**src/rtl/core/assert_macros.svh**
```systemverilog
// Assertion macros shared by the decoder RTL.
`ifndef ASSERT_MACROS_SVH
`define ASSERT_MACROS_SVH

// Clocked check, masked while reset is asserted.
`define HSBD_ASSERT(label, prop, msg) \
  label: assert property (@(posedge clk) disable iff (!rst_n) (prop)) else $error(msg);

// Clocked check that also holds during reset.
`define HSBD_ASSERT_ALWAYS(label, prop, msg) \
  label: assert property (@(posedge clk) (prop)) else $error(msg);

`endif

```
**src/rtl/core/hsbd_pkg.sv**
```systemverilog
// Types and constants of the SECDED byte stream decoder.
`default_nettype none
package hsbd_pkg;

  localparam int BLOCK_BITS_DEF = 64;
  localparam int ENTRY_BITS     = 64;
  localparam int QDEPTH         = 4;
  localparam int QPTRW          = 2;

  typedef struct packed {
    logic [7:0] coded_byte;
    logic       record_end;
  } in_t;

  typedef struct packed {
    logic [7:0] data_byte;
    logic       uncorrectable;
    logic       last_of_run;
  } out_t;

  // Decoded bit stream of one codeword, first bit at the MSB.
  typedef struct packed {
    logic [ENTRY_BITS-1:0] bits;
    logic [3:0]            nbytes;
    logic                  bad_first;
    logic                  bad_rest;
  } entry_t;

endpackage
`default_nettype wire

```
**src/rtl/core/hsbd_front.sv**
```systemverilog
// Front end: codeword assembly, SECDED decode and data bit packing.
`default_nettype none
`include "assert_macros.svh"
module hsbd_front #(
  parameter int BLOCK_BITS = hsbd_pkg::BLOCK_BITS_DEF
) (
  input  wire logic           clk,
  input  wire logic           rst_n,
  input  wire logic           accept,
  input  wire hsbd_pkg::in_t  item,
  output logic                push,
  output hsbd_pkg::entry_t    entry
);

  localparam int BB   = BLOCK_BITS;
  localparam int CNTW = $clog2(BB);
  localparam int SUMW = $clog2(BB + 8);
  localparam int SYNW = $clog2(BB);
  localparam int D    = BB - 1 - $clog2(BB);
  localparam int SW   = D + 7;
  localparam int TW   = $clog2(SW + 1);
  localparam int ENTRY_BITS = hsbd_pkg::ENTRY_BITS;

  logic [BB-1:0]   cw_r, cw_nxt;
  logic [CNTW-1:0] cnt_r, cnt_nxt;
  logic [6:0]      pbyte_r, pbyte_nxt;
  logic [2:0]      pcnt_r, pcnt_nxt;
  logic            pbad_r, pbad_nxt;

  logic [BB+7:0]   comb;
  logic [SUMW-1:0] sum;
  logic            complete;
  logic [BB-1:0]   cw;
  logic [SYNW-1:0] syn, flip;
  logic            par, bad;
  logic [D-1:0]    dvec;
  logic [SW-1:0]   pstream, psh;
  logic [TW-1:0]   total;
  logic [2:0]      new_pc;
  logic [6:0]      pmask;

  assign comb     = {8'b0, cw_r} | ((BB + 8)'(item.coded_byte) << cnt_r);
  assign sum      = SUMW'(cnt_r) + SUMW'(8);
  assign complete = sum >= SUMW'(BB);
  assign cw       = comb[BB-1:0];

  always_comb begin
    int j;
    syn  = '0;
    flip = '0;
    bad  = 1'b0;
    dvec = '0;
    j    = 0;
    par  = ^cw;
    for (int p = 1; p < BB; p++) begin
      if (cw[p-1]) syn = syn ^ SYNW'(p);
    end
    if (par) begin
      if (syn != '0) begin
        if ({1'b0, syn} < (SYNW + 1)'(BB)) flip = syn;
        else bad = 1'b1;
      end
    end else if (syn != '0) begin
      bad = 1'b1;
    end
    for (int p = 1; p < BB; p++) begin
      if ((p & (p - 1)) != 0) begin
        dvec[D-1-j] = cw[p-1] ^ (flip == SYNW'(p));
        j++;
      end
    end
  end

  assign pstream = ({dvec, 7'b0} >> pcnt_r) | (SW'(pbyte_r) << (SW - int'(pcnt_r)));
  assign total   = TW'(pcnt_r) + TW'(D);
  assign new_pc  = total[2:0];
  assign psh     = pstream >> (3'd7 - pcnt_r);
  assign pmask   = 7'h7f >> (3'd7 - new_pc);

  assign push             = accept && complete;
  assign entry.bits       = ENTRY_BITS'(pstream) << (hsbd_pkg::ENTRY_BITS - SW);
  assign entry.nbytes     = 4'(total >> 3);
  assign entry.bad_first  = pbad_r | bad;
  assign entry.bad_rest   = bad;

  always_comb begin
    cw_nxt    = cw_r;
    cnt_nxt   = cnt_r;
    pbyte_nxt = pbyte_r;
    pcnt_nxt  = pcnt_r;
    pbad_nxt  = pbad_r;
    if (accept) begin
      if (complete) begin
        cw_nxt    = BB'(comb[BB+7:BB]);
        cnt_nxt   = CNTW'(sum - SUMW'(BB));
        pbyte_nxt = psh[6:0] & pmask;
        pcnt_nxt  = new_pc;
        pbad_nxt  = (new_pc != 3'd0) && bad;
      end else begin
        cw_nxt  = cw;
        cnt_nxt = CNTW'(sum);
      end
      if (item.record_end) begin
        cw_nxt    = '0;
        cnt_nxt   = '0;
        pbyte_nxt = '0;
        pcnt_nxt  = '0;
        pbad_nxt  = 1'b0;
      end
    end
  end

  always_ff @(posedge clk) begin
    if (!rst_n) begin
      cw_r    <= '0;
      cnt_r   <= '0;
      pbyte_r <= '0;
      pcnt_r  <= '0;
      pbad_r  <= 1'b0;
    end else begin
      cw_r    <= cw_nxt;
      cnt_r   <= cnt_nxt;
      pbyte_r <= pbyte_nxt;
      pcnt_r  <= pcnt_nxt;
      pbad_r  <= pbad_nxt;
    end
  end

  `HSBD_ASSERT(a_cnt_range, {1'b0, cnt_r} < (CNTW + 1)'(BB), "codeword bit count out of range")
  `HSBD_ASSERT(a_push_bytes, push |-> (entry.nbytes != 4'd0), "decoded codeword yields no byte")
  `HSBD_ASSERT(a_rec_clear, (accept && item.record_end) |=> (pcnt_r == 3'd0 && cnt_r == '0),
               "record end left partial state")

endmodule
`default_nettype wire

```
**src/rtl/core/hsbd_fifo.sv**
```systemverilog
// Decoded codeword queue between front and back end.
`default_nettype none
`include "assert_macros.svh"
module hsbd_fifo (
  input  wire logic              clk,
  input  wire logic              rst_n,
  input  wire logic              push,
  input  wire hsbd_pkg::entry_t  wdata,
  input  wire logic              pop,
  output hsbd_pkg::entry_t       head,
  output logic                   full,
  output logic                   empty
);

  localparam int QPTRW = hsbd_pkg::QPTRW;

  hsbd_pkg::entry_t                 mem_r [hsbd_pkg::QDEPTH];
  logic [hsbd_pkg::QPTRW-1:0]       wptr_r, wptr_nxt;
  logic [hsbd_pkg::QPTRW-1:0]       rptr_r, rptr_nxt;
  logic [hsbd_pkg::QPTRW:0]         cnt_r, cnt_nxt;
  logic                             do_push, do_pop;

  assign full    = cnt_r == (hsbd_pkg::QPTRW + 1)'(hsbd_pkg::QDEPTH);
  assign empty   = cnt_r == '0;
  assign do_push = push && !full;
  assign do_pop  = pop && !empty;
  assign head    = mem_r[rptr_r];

  always_comb begin
    wptr_nxt = do_push ? wptr_r + 1'b1 : wptr_r;
    rptr_nxt = do_pop ? rptr_r + 1'b1 : rptr_r;
    cnt_nxt  = cnt_r + (hsbd_pkg::QPTRW + 1)'(do_push) - (hsbd_pkg::QPTRW + 1)'(do_pop);
  end

  always_ff @(posedge clk) begin
    if (do_push) mem_r[wptr_r] <= wdata;
  end

  always_ff @(posedge clk) begin
    if (!rst_n) begin
      wptr_r <= '0;
      rptr_r <= '0;
      cnt_r  <= '0;
    end else begin
      wptr_r <= wptr_nxt;
      rptr_r <= rptr_nxt;
      cnt_r  <= cnt_nxt;
    end
  end

  `HSBD_ASSERT(a_no_overflow, !(push && full), "push into full queue")
  `HSBD_ASSERT(a_ptr_track, (QPTRW'(wptr_r - rptr_r)) == cnt_r[hsbd_pkg::QPTRW-1:0],
               "queue pointers disagree with count")

endmodule
`default_nettype wire

```
**src/rtl/core/hsbd_back.sv**
```systemverilog
// Back end: emits the bytes of each decoded codeword, one per transaction.
`default_nettype none
`include "assert_macros.svh"
module hsbd_back (
  input  wire logic              clk,
  input  wire logic              rst_n,
  input  wire hsbd_pkg::entry_t  head,
  input  wire logic              q_empty,
  output logic                   q_pop,
  input  wire logic              out_pop,
  output logic                   out_empty,
  output hsbd_pkg::out_t         out_item
);

  logic [2:0]                      bi_r, bi_nxt;
  logic [hsbd_pkg::ENTRY_BITS-1:0] shifted;
  logic                            last;
  logic                            take;

  assign shifted   = head.bits << {bi_r, 3'b000};
  assign last      = {1'b0, bi_r} == (head.nbytes - 4'd1);
  assign out_empty = q_empty;
  assign take      = out_pop && !q_empty;
  assign q_pop     = take && last;

  assign out_item.data_byte     = shifted[hsbd_pkg::ENTRY_BITS-1 -: 8];
  assign out_item.uncorrectable = (bi_r == 3'd0) ? head.bad_first : head.bad_rest;
  assign out_item.last_of_run   = last;

  always_comb begin
    bi_nxt = bi_r;
    if (take) bi_nxt = last ? 3'd0 : bi_r + 3'd1;
  end

  always_ff @(posedge clk) begin
    if (!rst_n) begin
      bi_r <= '0;
    end else begin
      bi_r <= bi_nxt;
    end
  end

  `HSBD_ASSERT(a_last_wraps, (take && last) |=> (bi_r == 3'd0), "byte index not rewound")
  `HSBD_ASSERT(a_idx_bound, !q_empty |-> ({1'b0, bi_r} < head.nbytes),
               "byte index beyond codeword bytes")

endmodule
`default_nettype wire

```
**src/rtl/core/hamming_secded_byte_stream_decoder_unit.sv**
```systemverilog
// Top level of the extended Hamming SECDED byte stream decoder.
// Input channel: in_item (coded_byte, record_end) is taken when in_push is
//   high and in_full is low. Bytes fill BLOCK_BITS-bit codewords, LSB first.
// Result channel: out_item (data_byte, uncorrectable, last_of_run) is valid
//   while out_empty is low and is taken when out_pop is high.
// Results: only a byte that completes a codeword gives results.
// Throughput: one input byte per cycle while in_full is low; the front end
//   decodes a whole codeword in the accepting cycle. The back end emits one
//   byte per cycle while out_pop is high and the queue holds a codeword, up
//   to eight per codeword, from a four-entry codeword queue.
// in_full rises only when that queue holds four codewords not yet drained.
// Reset (rst_n low, synchronous) empties the queue and clears the partial
//   codeword and the partial output byte.
// A stalled receiver holds the current result on out_item; the front end keeps
//   taking bytes until the queue fills.
`default_nettype none
module hamming_secded_byte_stream_decoder_unit #(
  parameter int BLOCK_BITS = hsbd_pkg::BLOCK_BITS_DEF
) (
  input  wire logic            clk,
  input  wire logic            rst_n,
  input  wire logic            in_push,
  output logic                 in_full,
  input  wire hsbd_pkg::in_t   in_item,
  output logic                 out_empty,
  input  wire logic            out_pop,
  output hsbd_pkg::out_t       out_item
);

  logic             accept;
  logic             push;
  logic             q_pop;
  logic             q_empty;
  hsbd_pkg::entry_t entry;
  hsbd_pkg::entry_t head;

  assign accept = in_push && !in_full;

  hsbd_front #(
    .BLOCK_BITS(BLOCK_BITS)
  ) u_front (
    .clk   (clk),
    .rst_n (rst_n),
    .accept(accept),
    .item  (in_item),
    .push  (push),
    .entry (entry)
  );

  hsbd_fifo u_fifo (
    .clk  (clk),
    .rst_n(rst_n),
    .push (push),
    .wdata(entry),
    .pop  (q_pop),
    .head (head),
    .full (in_full),
    .empty(q_empty)
  );

  hsbd_back u_back (
    .clk      (clk),
    .rst_n    (rst_n),
    .head     (head),
    .q_empty  (q_empty),
    .q_pop    (q_pop),
    .out_pop  (out_pop),
    .out_empty(out_empty),
    .out_item (out_item)
  );

endmodule
`default_nettype wire

```
**config.mk**
```make
export PLATFORM = sky130hd
export DESIGN_NAME = hamming_secded_byte_stream_decoder_unit
export DESIGN_NICKNAME = d
export VERILOG_FILES = /design/src/rtl/core/hsbd_pkg.sv /design/src/rtl/core/hsbd_front.sv /design/src/rtl/core/hsbd_fifo.sv /design/src/rtl/core/hsbd_back.sv /design/src/rtl/core/hamming_secded_byte_stream_decoder_unit.sv
export VERILOG_INCLUDE_DIRS = /design/src /design/src/rtl/core
export SDC_FILE = /design/constraint.sdc
export NUM_CORES = 1
export LEC_CHECK = 0
export BUFFER_PORTS_ARGS = -buffer_cell sky130_fd_sc_hd__buf_2
export CORE_ASPECT_RATIO = 0.75
export CORE_UTILIZATION = 43
export CTS_CLUSTER_SIZE = 10
export DETAILED_ROUTE_END_ITERATION = 6
export HOLD_SLACK_MARGIN = 0.08
export PLACE_DENSITY_LB_ADDON = 0.1
export SETUP_SLACK_MARGIN = 0.15
export SYNTH_ARGS = -nofsm -noshare
export SYNTH_HDL_FRONTEND = slang
export SYNTH_HIERARCHICAL = 1
export SYNTH_SLANG_ARGS = --single-unit
```
**constraint.sdc**
```tcl
create_clock -name clk -period 6.3 [get_ports clk]
set_clock_uncertainty 0.15 [all_clocks]
set_input_delay 1.26 -clock clk [delete_from_list [all_inputs] [get_ports clk]]
set_output_delay 1.26 -clock clk [all_outputs]
set_load 0.02 [all_outputs]
```
==> metrics.yaml <==
cts:
  cts.sinks: 370
  numCtsBuffers: 44
  root_buffer: "clkbuf_16"
  path_clk_slew_ns: 0.06
  htreeDepth: 2
  insertion_delay_ns: 0.58
  hold_buffers: 0
  cts_tree: "built"
  clockBufferDepth: 3
floorplanning:
  die-width_um: 255
  ios: 25
  dieArea_mm2: 0.0490
  die_h_um: 192
  initial_utilization: 0.436
  placementRows: 69
  core_area_mm2: 0.0474
sta:
  tns_ns: 0
  fin_crit_sh: 0.935
  slew_viol_final: 0
  setup_ws_ns: 0.410
  grt_setup_unrepaired: "false"
  slew_headroom: 0.0690
  post-route-min-period_ns: 5.89
  max_freq_mhz: 170
  hold_viol: 0
  setup_viol: 0
  worst_slew_pin_slew_ns: 1.39
detailed_routing:
  dr.pass1.iters: 5
  post-route-drc-count: 0
  viasPerCell: 6.05
  wl_met1_um: 28800
  met2RoutedLength_um: 25500
  wirelength_um: 60700
  final_antenna_net_count: 0
  vias: 14300
  wl_per_cell_um: 25.8
  routed.top_layer: "met4"
  drt_iter0_drc: 1571
  dr_wl_met3_um: 5320
finish:
  fin_nets: 1714
  syn_to_final_growth_pct: 11.7
  drive_gt1_frac: 0.225
  antenna_cells: 0
  post-route-util: 0.487
placement:
  gp_congestion: 0.952
  pre_cts_slack_ns: -0.0833
  dp_hpwl_um: 43700
  port-buffer-count: 24
grt:
  antenna_found_initial: 1
  track_usage: 0.252
  grt.overflow.total: 0
  grt_pass1_vias: 13300
  grt_pass1_wl_um: 89300
  grt_max_degree: 54
power:
  ir_drop_v: 0.000214
  leakage_uw: 0.00799
  total_power_uw: 6280
  p_per_area_mw_per_mm2: 272
min_path:
  whs_path_depth: 2
  min_path_type: "reg -> reg"
synthesis:
  netlist.area_leader.share: 0.407
  synth_area_mm2: 0.0207
  synth_area_leader_cell: "edfxtp_1"
  ys_seq_elements: 370
  async_flop_share: 0
  ys.flop_type: "edfxtp_1"
  yosysUniqueCellTypes: 105
  synth.net_count: 1659
  synth_area_per_cell_um2: 12.7
  ys_warn_count: 6
  synth_edf_count: 280
  synthTopCellsByArea: "edfxtp_1 41%, mux4_2 11%, dfxtp_1 8.7%"
  netlist_instances: 1628
  yosysSeqAreaShare: 0.494
worst_setup_path:
  crit_type: "reg -> reg"
  cp.required_ns: 6.40
  r2r_cells: 14
  crit_arrival_ns: 5.99
  end_kind: "register"
  path_max_fanout: 15
  start_kind: "register"
run:
  cap_violations: 0
outcome:
  status: "finished clean"
[power by group]
part	internal, uW	total, uW	switching [uW]
Sequential	2650	2660	6.72
Clock	1400	2370	971
Combinational	447	1250	805
[synth_stat cells (17+ instances only)]
cell      instances
mux2i_1          48
nor2b_1          22
edfxtp_1        280
and2_1           17
buf_2            31
a21oi_1          86
a211oi_1         17
o21ai_0          34
nor2_1          124
o22ai_1          28
clkbuf_1         59
xnor3_1          18
nand4_1          19
nand3_1          26
inv_1            27
nand2_1          89
dfxtp_1          90
mux2_2           31
xnor2_1          92
nor3_1           51
ha_1             17
xor2_1           41
mux4_2          101
[path summary, 6_finish.rpt]
path                              end  slack [ns]              from
setup / recovery  u_fifo/mem_r[3][29]        0.41  u_front/cnt_r[3]
hold / removal       u_front/cw_r[47]        0.32  u_front/cw_r[47]
setup reg to reg  u_fifo/mem_r[3][29]        0.41  u_front/cnt_r[3]
hold reg to reg      u_front/cw_r[47]        0.32  u_front/cw_r[47]
[per-stage QoR]
stage / instance area (um^2) / std cells / hold slack (ns)
2_1_floorplan: 20700 / 1628 / 0.284
3_3_place_gp: 21700 / 2276 / 0.297
3_5_place_dp: 21700 / 2276 / 0.306
4_1_cts: 23100 / 2357 / 0.318
5_1_grt: 23100 / 2357 / 0.348
6_report: 23100 / 2357 / 0.321
[cells in the final DEF (no fill, tap or decap), types with 51 or more instances in the layout]
master,netlist,layout
edfxtp_1,280,280
nor2_1,124,124
buf_4,6,104
mux4_2,101,101
xnor2_1,92,92
nand2_1,89,88
a21oi_1,86,86
dfxtp_1,90,86
nor3_1,51,51
[per-layer routing]
| layer | track usage | vias to the layer above |
|---|---|---|
| li1 | - | 6372 |
| met5 | 0 | - |
| met1 | 0.393 | 7230 |
| met4 | 0.0576 | 0 |
| met2 | 0.357 | 584 |
| met3 | 0.0496 | 82 |
[what timing repair did]
action,4_1_cts,5_1_grt
endpoints found under the setup margin,0,4
hold endpoints to repair,0,0
setup buffers,0,0
resized for setup,0,2
[worst max-delay path, cell delays in order, from the launching register on]
cell and delay [ns]:
dfxtp_1 0.66, buf_4 0.31, and3b_1 0.43, a21oi_2 0.27, xor2_1 0.11, xnor2_1 0.39, xnor3_1 0.51, xor3_2 0.39
xnor2_4 0.28, mux2_4 0.43, nor4_1 0.36, xnor2_1 0.25, mux4_2 0.34, nor2_1 0.06, a221oi_1 0.60
[cell families after synthesis]
logic type | after synthesis | synth area share
flops | 370 | 0.494
mux | 184 | 0.153
fa+ha+maj | 18 | 0.0113
xor+xnor | 162 | 0.0885
buf+inv | 149 | 0.0377
compound gates | 313 | 0.108
simple gates | 432 | 0.107
[layout make-up]
type	count	area, um^2
Inverter	29	109
Fill cell	4150	24300
Clock inverter	4	30.0
Multi-Input combinational cell	1109	9710
Timing Repair Buffer	129	921
Tap cell	639	800
Sequential cell	370	10200
Clock buffer	77	1310
[flip-flops by register name, summed over array words and instances (netlist names), named ones only]
| signal | cells |
|---|---|
| u_front/pbad_r | 1 |
| u_fifo/rptr_r | 2 |
| u_front/cnt_r | 3 |
| u_fifo/cnt_r | 3 |
| u_front/cw_r | 64 |
| u_fifo/wptr_r | 2 |
| u_front/pcnt_r | 3 |
| u_fifo/mem_r | 280 |
| u_front/pbyte_r | 7 |
| u_back/bi_r | 3 |
(Power assumes the default switching activity.)
